File: config.mk
export PLATFORM = sky130hd
export DESIGN_NAME = ffa_ram
export DESIGN_NICKNAME = d
export VERILOG_FILES = /design/src/hw/rtl/ffa_ram.sv
export SDC_FILE = /design/constraint.sdc
export NUM_CORES = 1
export LEC_CHECK = 0
export BUFFER_PORTS_ARGS = -buffer_cell sky130_fd_sc_hd__buf_2
export CAP_MARGIN = 0
export CORE_UTILIZATION = 50
export DETAILED_ROUTE_END_ITERATION = 16
export HOLD_SLACK_MARGIN = 0.08
export PLACE_DENSITY = 0.75
export SYNTH_ARGS = -nofsm -noshare
export SYNTH_HDL_FRONTEND = slang
export SYNTH_SLANG_ARGS = --single-unit
File: constraint.sdc
create_clock -name clk -period 2.55 [get_ports clk]
set_clock_uncertainty 0.1 [all_clocks]
set_input_delay 0.51 -clock clk [delete_from_list [all_inputs] [get_ports clk]]
set_output_delay 0.51 -clock clk [all_outputs]
set_load 0.05 [all_outputs]
File: src/hw/rtl/ffa_ram.sv
// generic single write port ram with registered read
module ffa_ram #(
    parameter int WIDTH = 8,
    parameter int DEPTH = 16
) (
    input  logic                     clk,
    input  logic                     we,
    input  logic [$clog2(DEPTH)-1:0] waddr,
    input  logic [WIDTH-1:0]         wdata,
    input  logic                     re,
    input  logic [$clog2(DEPTH)-1:0] raddr,
    output logic [WIDTH-1:0]         rdata
);

    logic [WIDTH-1:0] mem [DEPTH];
    logic [WIDTH-1:0] rdata_reg;

    // write and registered read
    always_ff @(posedge clk)
    begin
        if (we)
        begin
            mem[waddr] <= wdata;
        end
        if (re)
        begin
            rdata_reg <= mem[raddr];
        end
    end

    assign rdata = rdata_reg;

endmodule

==> impl_metrics.env <==
export IMPL_run_status="finished, final reports clean"
export IMPL_relSlewSlack_pct=73.9
export IMPL_antenna_cells=0
export IMPL_coreArea_um2=9950
export IMPL_hold_depth=1
export IMPL_synthCells=229
export IMPL_seq_area_um2=4080
export IMPL_hp_class="in -> reg"
export IMPL_drtPass1Iterations=4
export IMPL_path_class="reg -> out"
export IMPL_p_int_uw=4290
export IMPL_synth_area_top_cells="edfxtp_1 (78%), mux4_2 (7.8%), mux4_1 (7.0%), a22oi_1 (2.3%), nor2_1 (0.93%)"
export IMPL_ys_ff_latch=136
export IMPL_synth_top_cell_by_area="edfxtp_1"
export IMPL_cts_sinks=136
export IMPL_cts_buffer_depth=2
export IMPL_die_h_um=104
export IMPL_grt_overflow_total=0
export IMPL_wirelength_mm=9.76
export IMPL_post_synth_num_cell_types=18
export IMPL_maxCapViolations=0
export IMPL_synth_nets=248
export IMPL_antenna_found_initial=0
export IMPL_required_ns=1.94
export IMPL_cts_repair_resize_count=0
export IMPL_synth_top_area_share_pct=78.1
export IMPL_final_core_util_pct=62.6
export IMPL_drive_gt1_share_pct=31.9
export IMPL_arrival_ns=1.17
export IMPL_cp_depth=1
export IMPL_rows=36
export IMPL_avgSynthCellArea_um2=22.8
export IMPL_drv_slew=0
export IMPL_cp_end_kind="primary output"
export IMPL_die_area_um2=10900
export IMPL_finalSetupViolCount=0
export IMPL_setup_tns_ns=0
export IMPL_nNetsFinal=303
export IMPL_gp_congestion=0.735
export IMPL_leakage_uw=0.00212
export IMPL_synth_seq_area_share_pct=78.1
export IMPL_path_max_fanout=1
export IMPL_netlist_area_um2=5230
export IMPL_initial_core_util_pct=52.5
export IMPL_drt_iter0_drc=166
export IMPL_ir_worst_vdd_v=0.000491
export IMPL_yosysWarnings=0
export IMPL_cpMaxStageDelayCell="edfxtp_1"
export IMPL_ios=27
export IMPL_fin_crit_sh_pct=69.8
export IMPL_cts_max_level=4
export IMPL_cts_tree="yes"
export IMPL_cts_hold_buf=0
export IMPL_ant_nets=0
export IMPL_rrSetupSlack_ns=0.97
export IMPL_min_period_ns=1.78
export IMPL_p_sw_uw=1030
export IMPL_power_density_nw_per_um2=853
export IMPL_post_cts_setup_buffers=0
export IMPL_grt_max_degree=33
export IMPL_grt_pass1_vias=2614
export IMPL_p_sw_share_pct=19.4
export IMPL_fmax_ghz=0.562
export IMPL_cp_cell_sequence="buf_2"
export IMPL_crit_family="flip-flops"
export IMPL_area_growth_pct=19.2
export IMPL_r2r_start="mem[9][4]$_DFFE_PP_"
export IMPL_crit_path_start_kind="flop"
export IMPL_combPwrFrac_pct=4.9
export IMPL_clock_power_share_pct=47.5
export IMPL_io_buffer_count=26
export IMPL_worstSkewPairLatency_ns=0.51
export IMPL_rsz0062_at_grt="no"
export IMPL_max_stage_delay_ns=0.37
export IMPL_grt_pass1_wl_mm=14.8
export IMPL_fillCellCount=674
export IMPL_drc=0
export IMPL_dp_hpwl_mm=5.82
export IMPL_worst_pin_slew_ns=0.392
export IMPL_clk_pin_slew_ns=0.06
export IMPL_grtUsageTotal_pct=19.7
export IMPL_final_cell_mix="edfxtp_1 (136), buf_2 (26), mux4_2 (18), buf_4 (18)"
export IMPL_hold_viol_final=0
export IMPL_rr_endpoint="rdata[4]$_DFFE_PP_"
export IMPL_critPathBufInv=1
export IMPL_whs_endpoint="mem[15][5]$_DFFE_PP_"
export IMPL_reg2regPathDepth=3
export IMPL_ctsRootBufferMaster="clkbuf_8"
export IMPL_final_common_cell="edfxtp_1"
export IMPL_die_width_um=104
export IMPL_multi_input_area_um2=1060
export IMPL_numCtsBuffers=17
export IMPL_min_from="wdata[5]"
export IMPL_vias_per_cell=5.70
export IMPL_seqPwrFrac_pct=47.6
export IMPL_vias=2441
export IMPL_drt_wirelength_per_cell_um=22.8
export IMPL_largest_reg_flops=128
-- through the flow --
stage	power [uW]	area [um^2]	cells	hold WS (ns)	setup WS (ns)
2_1_floorplan	2740	5230	229	0.509	0.447
4_1_cts	5360	6230	428	0.250	0.742
3_5_place_dp	2840	5610	398	0.636	0.369
6_report	5320	6230	428	0.272	0.770
3_3_place_gp	2830	5610	398	0.618	0.362
5_1_grt	5470	6230	428	0.251	0.723
-- worst max path at each step --
stage	startpoint	to	slack, ns
2_1_floorplan	waddr[2]	mem[0][0]$_DFFE_PP_	0.45
3_5_place_dp	raddr[0]	rdata[3]$_DFFE_PP_	0.37
5_1_grt	rdata[6]$_DFFE_PP_	rdata[6]	0.72
6_report	rdata[6]$_DFFE_PP_	rdata[6]	0.77
4_1_cts	rdata[6]$_DFFE_PP_	rdata[6]	0.74
3_3_place_gp	raddr[0]	rdata[5]$_DFFE_PP_	0.36
-- cell usage after synthesis --
library cell,instances
nand3_1,1
edfxtp_1,136
nand2b_1,2
mux4_2,18
clkdlybuf4s25_2,3
buf_6,3
or3b_2,1
nand2_1,9
nor2b_1,1
mux4_1,14
buf_4,1
and2b_1,1
buf_2,3
nor2_1,13
a22oi_1,16
nor3_1,4
nand3b_1,2
and2_1,1
-- power groups by stage --
stage | logic (uW) | clock network [uW] | registers (uW)
final | 260 | 2520 | 2530
after global routing | 280 | 2650 | 2540
after CTS | 266 | 2560 | 2530
after detailed placement | 263 | 0 | 2580
after global placement | 258 | 0 | 2580
after floorplan | 127 | 0 | 2610
-- metal layers --
layer,share of wire (%),track usage [%],vias up
li1,-,-,1086
met1,41,25.4,1264
met2,53,32.2,85
met3,4.9,5.64,6
met4,0.72,6.73,0
met5,0,0,-
-- cell families after synthesis --
logic type	after synthesis	share of synthesized area [%]
DFF	136	78.1
AOI/OAI and AO/OA	16	2.30
buffers and inverters	10	1.65
muxes	32	14.8
and+or+nand+nor	35	3.14
-- area by class of cell --
class	count	share of cell area, %
clock buffer	17	6.65
clock inverter	13	3.29
multi-input combinational	83	17.0
sequential	136	65.5
tap	133	2.67
timing repair buffer	46	4.90
(Power assumes the default switching activity.)
