<file path="src/hw/rtl/ffa_pkg.sv">
// shared constants, codes and types of the first-fit allocator
package ffa_pkg;

    // fixed field widths of the transaction channels
    localparam int SIZE_W     = 16;
    localparam int REQ_W      = 11;
    localparam int ADDR_OUT_W = 16;

    // defaults for the top level parameters
    localparam int DEF_MAX_FREE_BLOCKS = 256;
    localparam int DEF_MAX_REQUESTS    = 1024;
    localparam int DEF_ADDR_BITS       = 16;

    // memory size after reset
    localparam logic [SIZE_W-1:0] RESET_MEMORY_SIZE = 16'hFFFF;

    // function codes of an input transaction
    localparam logic FUNC_ALLOC = 1'b0;
    localparam logic FUNC_FREE  = 1'b1;

    // cell update operations
    localparam logic [2:0] OP_NONE       = 3'd0;
    localparam logic [2:0] OP_INIT       = 3'd1;
    localparam logic [2:0] OP_SHRINK     = 3'd2;
    localparam logic [2:0] OP_REMOVE     = 3'd3;
    localparam logic [2:0] OP_MERGE_BOTH = 3'd4;
    localparam logic [2:0] OP_MERGE_PREV = 3'd5;
    localparam logic [2:0] OP_MERGE_NEXT = 3'd6;
    localparam logic [2:0] OP_INSERT     = 3'd7;

    // control broadcast to every cell
    typedef struct packed {
        logic       eval;
        logic       sel;
        logic       is_free;
        logic [2:0] op;
    } cell_ctrl_t;

    // per-cell status towards the control
    typedef struct packed {
        logic at_p;
        logic hit_next;
        logic hit_prev;
    } cell_stat_t;

endpackage

</file>
<file path="src/hw/rtl/ffa_cell.sv">
// one free-list cell: holds a block and updates from its neighbours
module ffa_cell import ffa_pkg::*; #(
    parameter int AW       = DEF_ADDR_BITS,
    parameter bit IS_FIRST = 1'b0
) (
    input  logic          clk,
    input  logic          rst_n,
    input  cell_ctrl_t    ctrl,
    input  logic [AW-1:0] opa,
    input  logic [AW-1:0] opb,
    input  logic          ge_in,
    input  logic          prev_ge,
    input  logic          next_ge,
    input  logic          prev_valid,
    input  logic [AW-1:0] prev_start,
    input  logic [AW-1:0] prev_size,
    input  logic          next_valid,
    input  logic [AW-1:0] next_start,
    input  logic [AW-1:0] next_size,
    output logic          flag,
    output logic          ge,
    output logic          valid,
    output logic [AW-1:0] start,
    output logic [AW-1:0] size,
    output cell_stat_t    stat,
    output logic [AW-1:0] sel_start,
    output logic [AW-1:0] sel_size
);

    logic          flag_reg, flag_next;
    logic          ge_reg;
    logic          valid_reg, valid_next;
    logic [AW-1:0] start_reg, start_next;
    logic [AW-1:0] size_reg, size_next;
    logic          at_p, at_prev;

    // position of this cell relative to the chosen slot
    assign at_p    = ge_reg & ~prev_ge;
    assign at_prev = ~ge_reg & next_ge;

    // compare stage: fit test or lower-address test
    assign flag_next = ctrl.is_free ? (valid_reg & (start_reg < opa))
                                    : (valid_reg & (size_reg >= opa));

    // neighbour join tests for a free
    assign stat.at_p     = at_p;
    assign stat.hit_next = at_p & valid_reg &
                           (({1'b0, opa} + {1'b0, opb}) == {1'b0, start_reg});
    assign stat.hit_prev = at_prev & valid_reg &
                           (({1'b0, start_reg} + {1'b0, size_reg}) == {1'b0, opa});

    assign sel_start = at_p ? start_reg : '0;
    assign sel_size  = at_p ? size_reg : '0;

    // block update
    always_comb
    begin
        valid_next = valid_reg;
        start_next = start_reg;
        size_next  = size_reg;
        unique case (ctrl.op)
            OP_NONE:
            begin
            end
            OP_INIT:
            begin
                if (IS_FIRST)
                begin
                    start_next = AW'(1);
                    size_next  = opb;
                    valid_next = (opb != '0);
                end
                else
                begin
                    valid_next = 1'b0;
                end
            end
            OP_SHRINK:
            begin
                if (at_p)
                begin
                    start_next = start_reg + opa;
                    size_next  = size_reg - opa;
                end
            end
            OP_REMOVE:
            begin
                if (ge_reg)
                begin
                    valid_next = next_valid;
                    start_next = next_start;
                    size_next  = next_size;
                end
            end
            OP_MERGE_BOTH:
            begin
                if (at_prev)
                begin
                    size_next = size_reg + opb + next_size;
                end
                else if (ge_reg)
                begin
                    valid_next = next_valid;
                    start_next = next_start;
                    size_next  = next_size;
                end
            end
            OP_MERGE_PREV:
            begin
                if (at_prev)
                begin
                    size_next = size_reg + opb;
                end
            end
            OP_MERGE_NEXT:
            begin
                if (at_p)
                begin
                    start_next = opa;
                    size_next  = size_reg + opb;
                end
            end
            OP_INSERT:
            begin
                if (at_p)
                begin
                    valid_next = 1'b1;
                    start_next = opa;
                    size_next  = opb;
                end
                else if (ge_reg)
                begin
                    valid_next = prev_valid;
                    start_next = prev_start;
                    size_next  = prev_size;
                end
            end
        endcase
    end

    // cell registers
    always_ff @(posedge clk or negedge rst_n)
    begin
        if (!rst_n)
        begin
            flag_reg  <= 1'b0;
            ge_reg    <= 1'b0;
            valid_reg <= IS_FIRST;
            start_reg <= AW'(1);
            size_reg  <= AW'(RESET_MEMORY_SIZE);
        end
        else
        begin
            if (ctrl.eval)
            begin
                flag_reg <= flag_next;
            end
            if (ctrl.sel)
            begin
                ge_reg <= ge_in;
            end
            valid_reg <= valid_next;
            start_reg <= start_next;
            size_reg  <= size_next;
        end
    end

    assign flag  = flag_reg;
    assign ge    = ge_reg;
    assign valid = valid_reg;
    assign start = start_reg;
    assign size  = size_reg;

endmodule

</file>
<file path="config.mk">
export PLATFORM = sky130hd
export DESIGN_NAME = ffa_cell
export DESIGN_NICKNAME = d
export VERILOG_FILES = /design/src/hw/rtl/ffa_pkg.sv /design/src/hw/rtl/ffa_cell.sv
export SDC_FILE = /design/constraint.sdc
export NUM_CORES = 1
export LEC_CHECK = 0
export BUFFER_PORTS_ARGS = -buffer_cell sky130_fd_sc_hd__clkbuf_2
export CORE_MARGIN = 3
export CORE_UTILIZATION = 35
export CTS_BUF_LIST = sky130_fd_sc_hd__clkbuf_16
export CTS_CLUSTER_DIAMETER = 100
export DETAILED_ROUTE_END_ITERATION = 8
export PLACE_DENSITY = 0.58
export SLEW_MARGIN = 20
export SYNTH_ARGS = -nofsm -noshare
export SYNTH_HDL_FRONTEND = slang
export SYNTH_SLANG_ARGS = --single-unit
</file>
<file path="constraint.sdc">
create_clock -name clk -period 4.7 [get_ports clk]
set_input_delay 0.705 -clock clk [delete_from_list [all_inputs] [get_ports clk]]
set_output_delay 0.705 -clock clk [all_outputs]
set_load 0.01 [all_outputs]
</file>
==> impl_metrics.py <==
metrics = {
    "outcome": {
        "status": "finished, final reports clean",
    },
    "yosys": {
        "synth_ff_type": "dfrtp_1",
        "syn_nets": 1273,
        "synthArstFlopShare": 1.00,
        "synth_edf_count": 0,
        "synth.ff_latch_count": 35,
        "synth_cell_types": 75,
        "yosysWarnings": 0,
        "netlist_instances": 1048,
        "syn_avg_cell_area_um2": 7.47,
        "yosysTopAreaCell": "ha_1",
        "syn_area_mm2": 0.00783,
        "yosysSeqAreaShare": 0.115,
        "synth.area.top_cells": "ha_1 18%, xnor2_1 7.3%, dfrtp_1 5.7%",
        "synth.top_cell.area_share": 0.176,
    },
    "floorplan": {
        "num_rows": 54,
        "start_util": 0.358,
        "io_pins": 179,
        "coreArea_mm2": 0.0219,
        "die_h_um": 156,
        "die_w_um": 156,
        "dieArea_mm2": 0.0242,
    },
    "placed_design": {
        "numPortBuffers": 178,
        "placed_cells": 1487,
        "place_hpwl_um": 23600,
        "placed_area_mm2": 0.00907,
        "globalplace.congestion": 0.897,
    },
    "clock_tree": {
        "post_cts_buffers": 0,
        "clkLatencyLatePin_ps": 300,
        "cts-root-buf": "clkbuf_16",
        "cts_buffers": 5,
        "cts_tree": "done",
        "ctsLongestPathBuffers": 2,
        "cts_resized": 0,
        "clk_pin_slew_ps": 70,
        "postCtsHoldBufs": 0,
        "htree_levels": 2,
        "cts_sinks": 35,
    },
    "pwr": {
        "p_sw_frac": 0.528,
        "power_frac_clock": 0.064,
        "power.total_mw": 5.61,
        "power_switching_mw": 2.96,
        "intPower_mw": 2.65,
        "power_frac_comb": 0.797,
        "power_density_mw_per_mm2": 608,
        "pwr-share-seq": 0.139,
        "vdd_drop_max_v": 0.000192,
        "leakage_nw": 4.24,
    },
    "drt": {
        "drtIter0Drc": 611,
        "drcViolationCount": 0,
        "detail_route.wl_per_cell_um": 19.7,
        "firstDrtPassIters": 8,
        "wirelength_um": 29400,
        "dr_total_vias": 8515,
        "vias_per_cell": 5.70,
        "ant_nets": 0,
    },
    "sta": {
        "timing.slew.headroom": 0.512,
        "fin_skew_ps": 8.70,
        "finalCritPeriodShare": 0.956,
        "worst_pin_slew_ps": 732,
        "drv_slew": 0,
        "max_freq_mhz": 222,
        "finalHoldViolations": 0,
        "rsz0062_at_grt": "false",
        "fin_tns_setup_ps": 0,
        "period_minus_slack_ps": 4500,
        "setup_viol": 0,
    },
    "grt": {
        "antenna_found_initial": 0,
        "grt_remaining_overflow": 0,
        "grt_max_degree": 46,
        "grt_pass1_wl_um": 44900,
        "track_usage": 0.236,
        "grt_pass1_vias": 8016,
    },
    "final_layout": {
        "drive_gt1_frac": 0.199,
        "design_area_mm2": 0.00923,
        "final_cells": 1495,
        "fin_util": 0.421,
        "num_antenna_cells": 0,
        "final_nets": 1439,
        "syn_to_final_growth_pct": 17.8,
    },
    "critical_path": {
        "cp_max_fo": 6,
        "crit_type": "flop to primary output",
        "endpoint_kind": "primary output",
        "worst-endpoint-arrival_ps": 3790,
        "worstPathRequired_ps": 3990,
        "start_kind": "flop",
    },
    "worst_hold_path": {
        "min_path_type": "primary input to async pin",
    },
    "job": {
        "max_cap_violations": 0,
    },
}
-- layout make-up --
| class | count | area, um2 |
|---|---|---|
| inverter | 58 | 219 |
| tap | 280 | 350 |
| clock inverter | 3 | 11.3 |
| timing repair buffer | 196 | 1030 |
| clock buffer | 5 | 125 |
| multi-input combinational | 918 | 6600 |
| sequential | 35 | 897 |
| fill | 2303 | 12700 |
-- placed cells by master (no fill, tap or decap), types with 6 or more instances in the layout --
| cell type | instances |
|---|---|
| clkbuf_2 | 178 |
| ha_1 | 110 |
| nand2_1 | 103 |
| a21oi_1 | 80 |
| nor2_1 | 76 |
| xnor2_1 | 65 |
| inv_1 | 59 |
| o21ai_0 | 55 |
| and2_1 | 32 |
| xor2_1 | 31 |
| nor3_1 | 25 |
| nand3_1 | 22 |
| a21o_1 | 22 |
| a211oi_1 | 21 |
| a31oi_1 | 20 |
| mux2i_1 | 19 |
| nand2b_1 | 18 |
| dfrtp_1 | 18 |
| buf_4 | 18 |
| dfstp_2 | 17 |
| a221oi_1 | 15 |
| nor2b_1 | 14 |
| o21a_1 | 14 |
| o211ai_1 | 13 |
| and3_1 | 12 |
| o21bai_1 | 11 |
| nand4_1 | 9 |
| a222oi_1 | 9 |
| mux2_2 | 8 |
| o221ai_1 | 7 |
| or3_1 | 6 |
| nor3b_1 | 6 |
| o22ai_1 | 6 |
| fa_1 | 6 |
-- through the flow --
stage	setup slack [ps]	hold WS [ps]
after floorplan	868	409
after global placement	193	535
after detailed placement	203	548
after CTS	194	520
after global routing	18.2	545
final	205	500
-- power by group through the flow --
stage	logic (mW)	clock network [mW]	registers, mW
finish	4.47	0.358	0.781
global route	5.00	0.372	0.810
CTS	4.43	0.362	0.791
detailed placement	4.40	0	0.797
global placement	4.38	0	0.795
floorplan	3.36	0	0.723
-- synth_stat cells, drive strengths merged, types with 4 or more instances --
| cell type | count |
|---|---|
| o21bai | 11 |
| a222oi | 9 |
| o21a | 14 |
| a21oi | 82 |
| xor2 | 31 |
| nand2b | 18 |
| o22ai | 6 |
| nor3 | 26 |
| clkbuf | 33 |
| mux2 | 8 |
| a211oi | 22 |
| a21o | 22 |
| xnor2 | 65 |
| and3 | 12 |
| fa | 6 |
| inv | 56 |
| o21ai | 57 |
| a41oi | 4 |
| nand2 | 103 |
| a311oi | 4 |
| nand4b | 5 |
| nor2b | 14 |
| ha | 110 |
| buf | 4 |
| mux2i | 19 |
| nor3b | 6 |
| o211ai | 13 |
| nor4 | 6 |
| a221oi | 16 |
| a31oi | 20 |
| nand3 | 22 |
| nand4 | 9 |
| nor2 | 76 |
| o31a | 5 |
| o221ai | 7 |
| or3 | 6 |
| dfstp | 17 |
| and2 | 32 |
| o31ai | 4 |
| dfrtp | 18 |
| o2111ai | 5 |
-- worst paths after layout --
kind | slack [ps] | startpoint | to | depth (start not counted)
worst max-delay path | 200 | size[0] | stat[0] | 10
worst min-delay path | 500 | rst_n | ge | 2
worst max register to register | 570 | size[1] | size[15] | 14
worst min register to register | 550 | start[0] | start[0] | 2
max in group asynchronous | 3810 | rst_n | size[13] | 2
min in group clk | 550 | start[0] | start[0] | 2
-- cell families after synthesis --
kind of cell	after synthesis	share of synthesized area
simple gates	348	0.219
flops	35	0.115
xor+xnor	96	0.107
compound gates	331	0.286
buf+inv	95	0.0463
mux	27	0.0358
fa+ha+maj	116	0.191
-- routing by layer --
layer,share of wire,track usage
met5,0,0
met3,0.063,0.0363
met1,0.46,0.325
met2,0.46,0.389
met4,0.019,0.0546
-- worst max-delay path: stages (launching register included) --
cell and delay, ps:
dfstp_2 590, ha_1 220, fa_1 430, xor2_1 170, nor4_1 320, nand4_1 140
nor3_1 290, nand4_1 190, or4_1 600, a2111oi_2 350, clkbuf_2 190
Power figures use the tool's default switching activity.
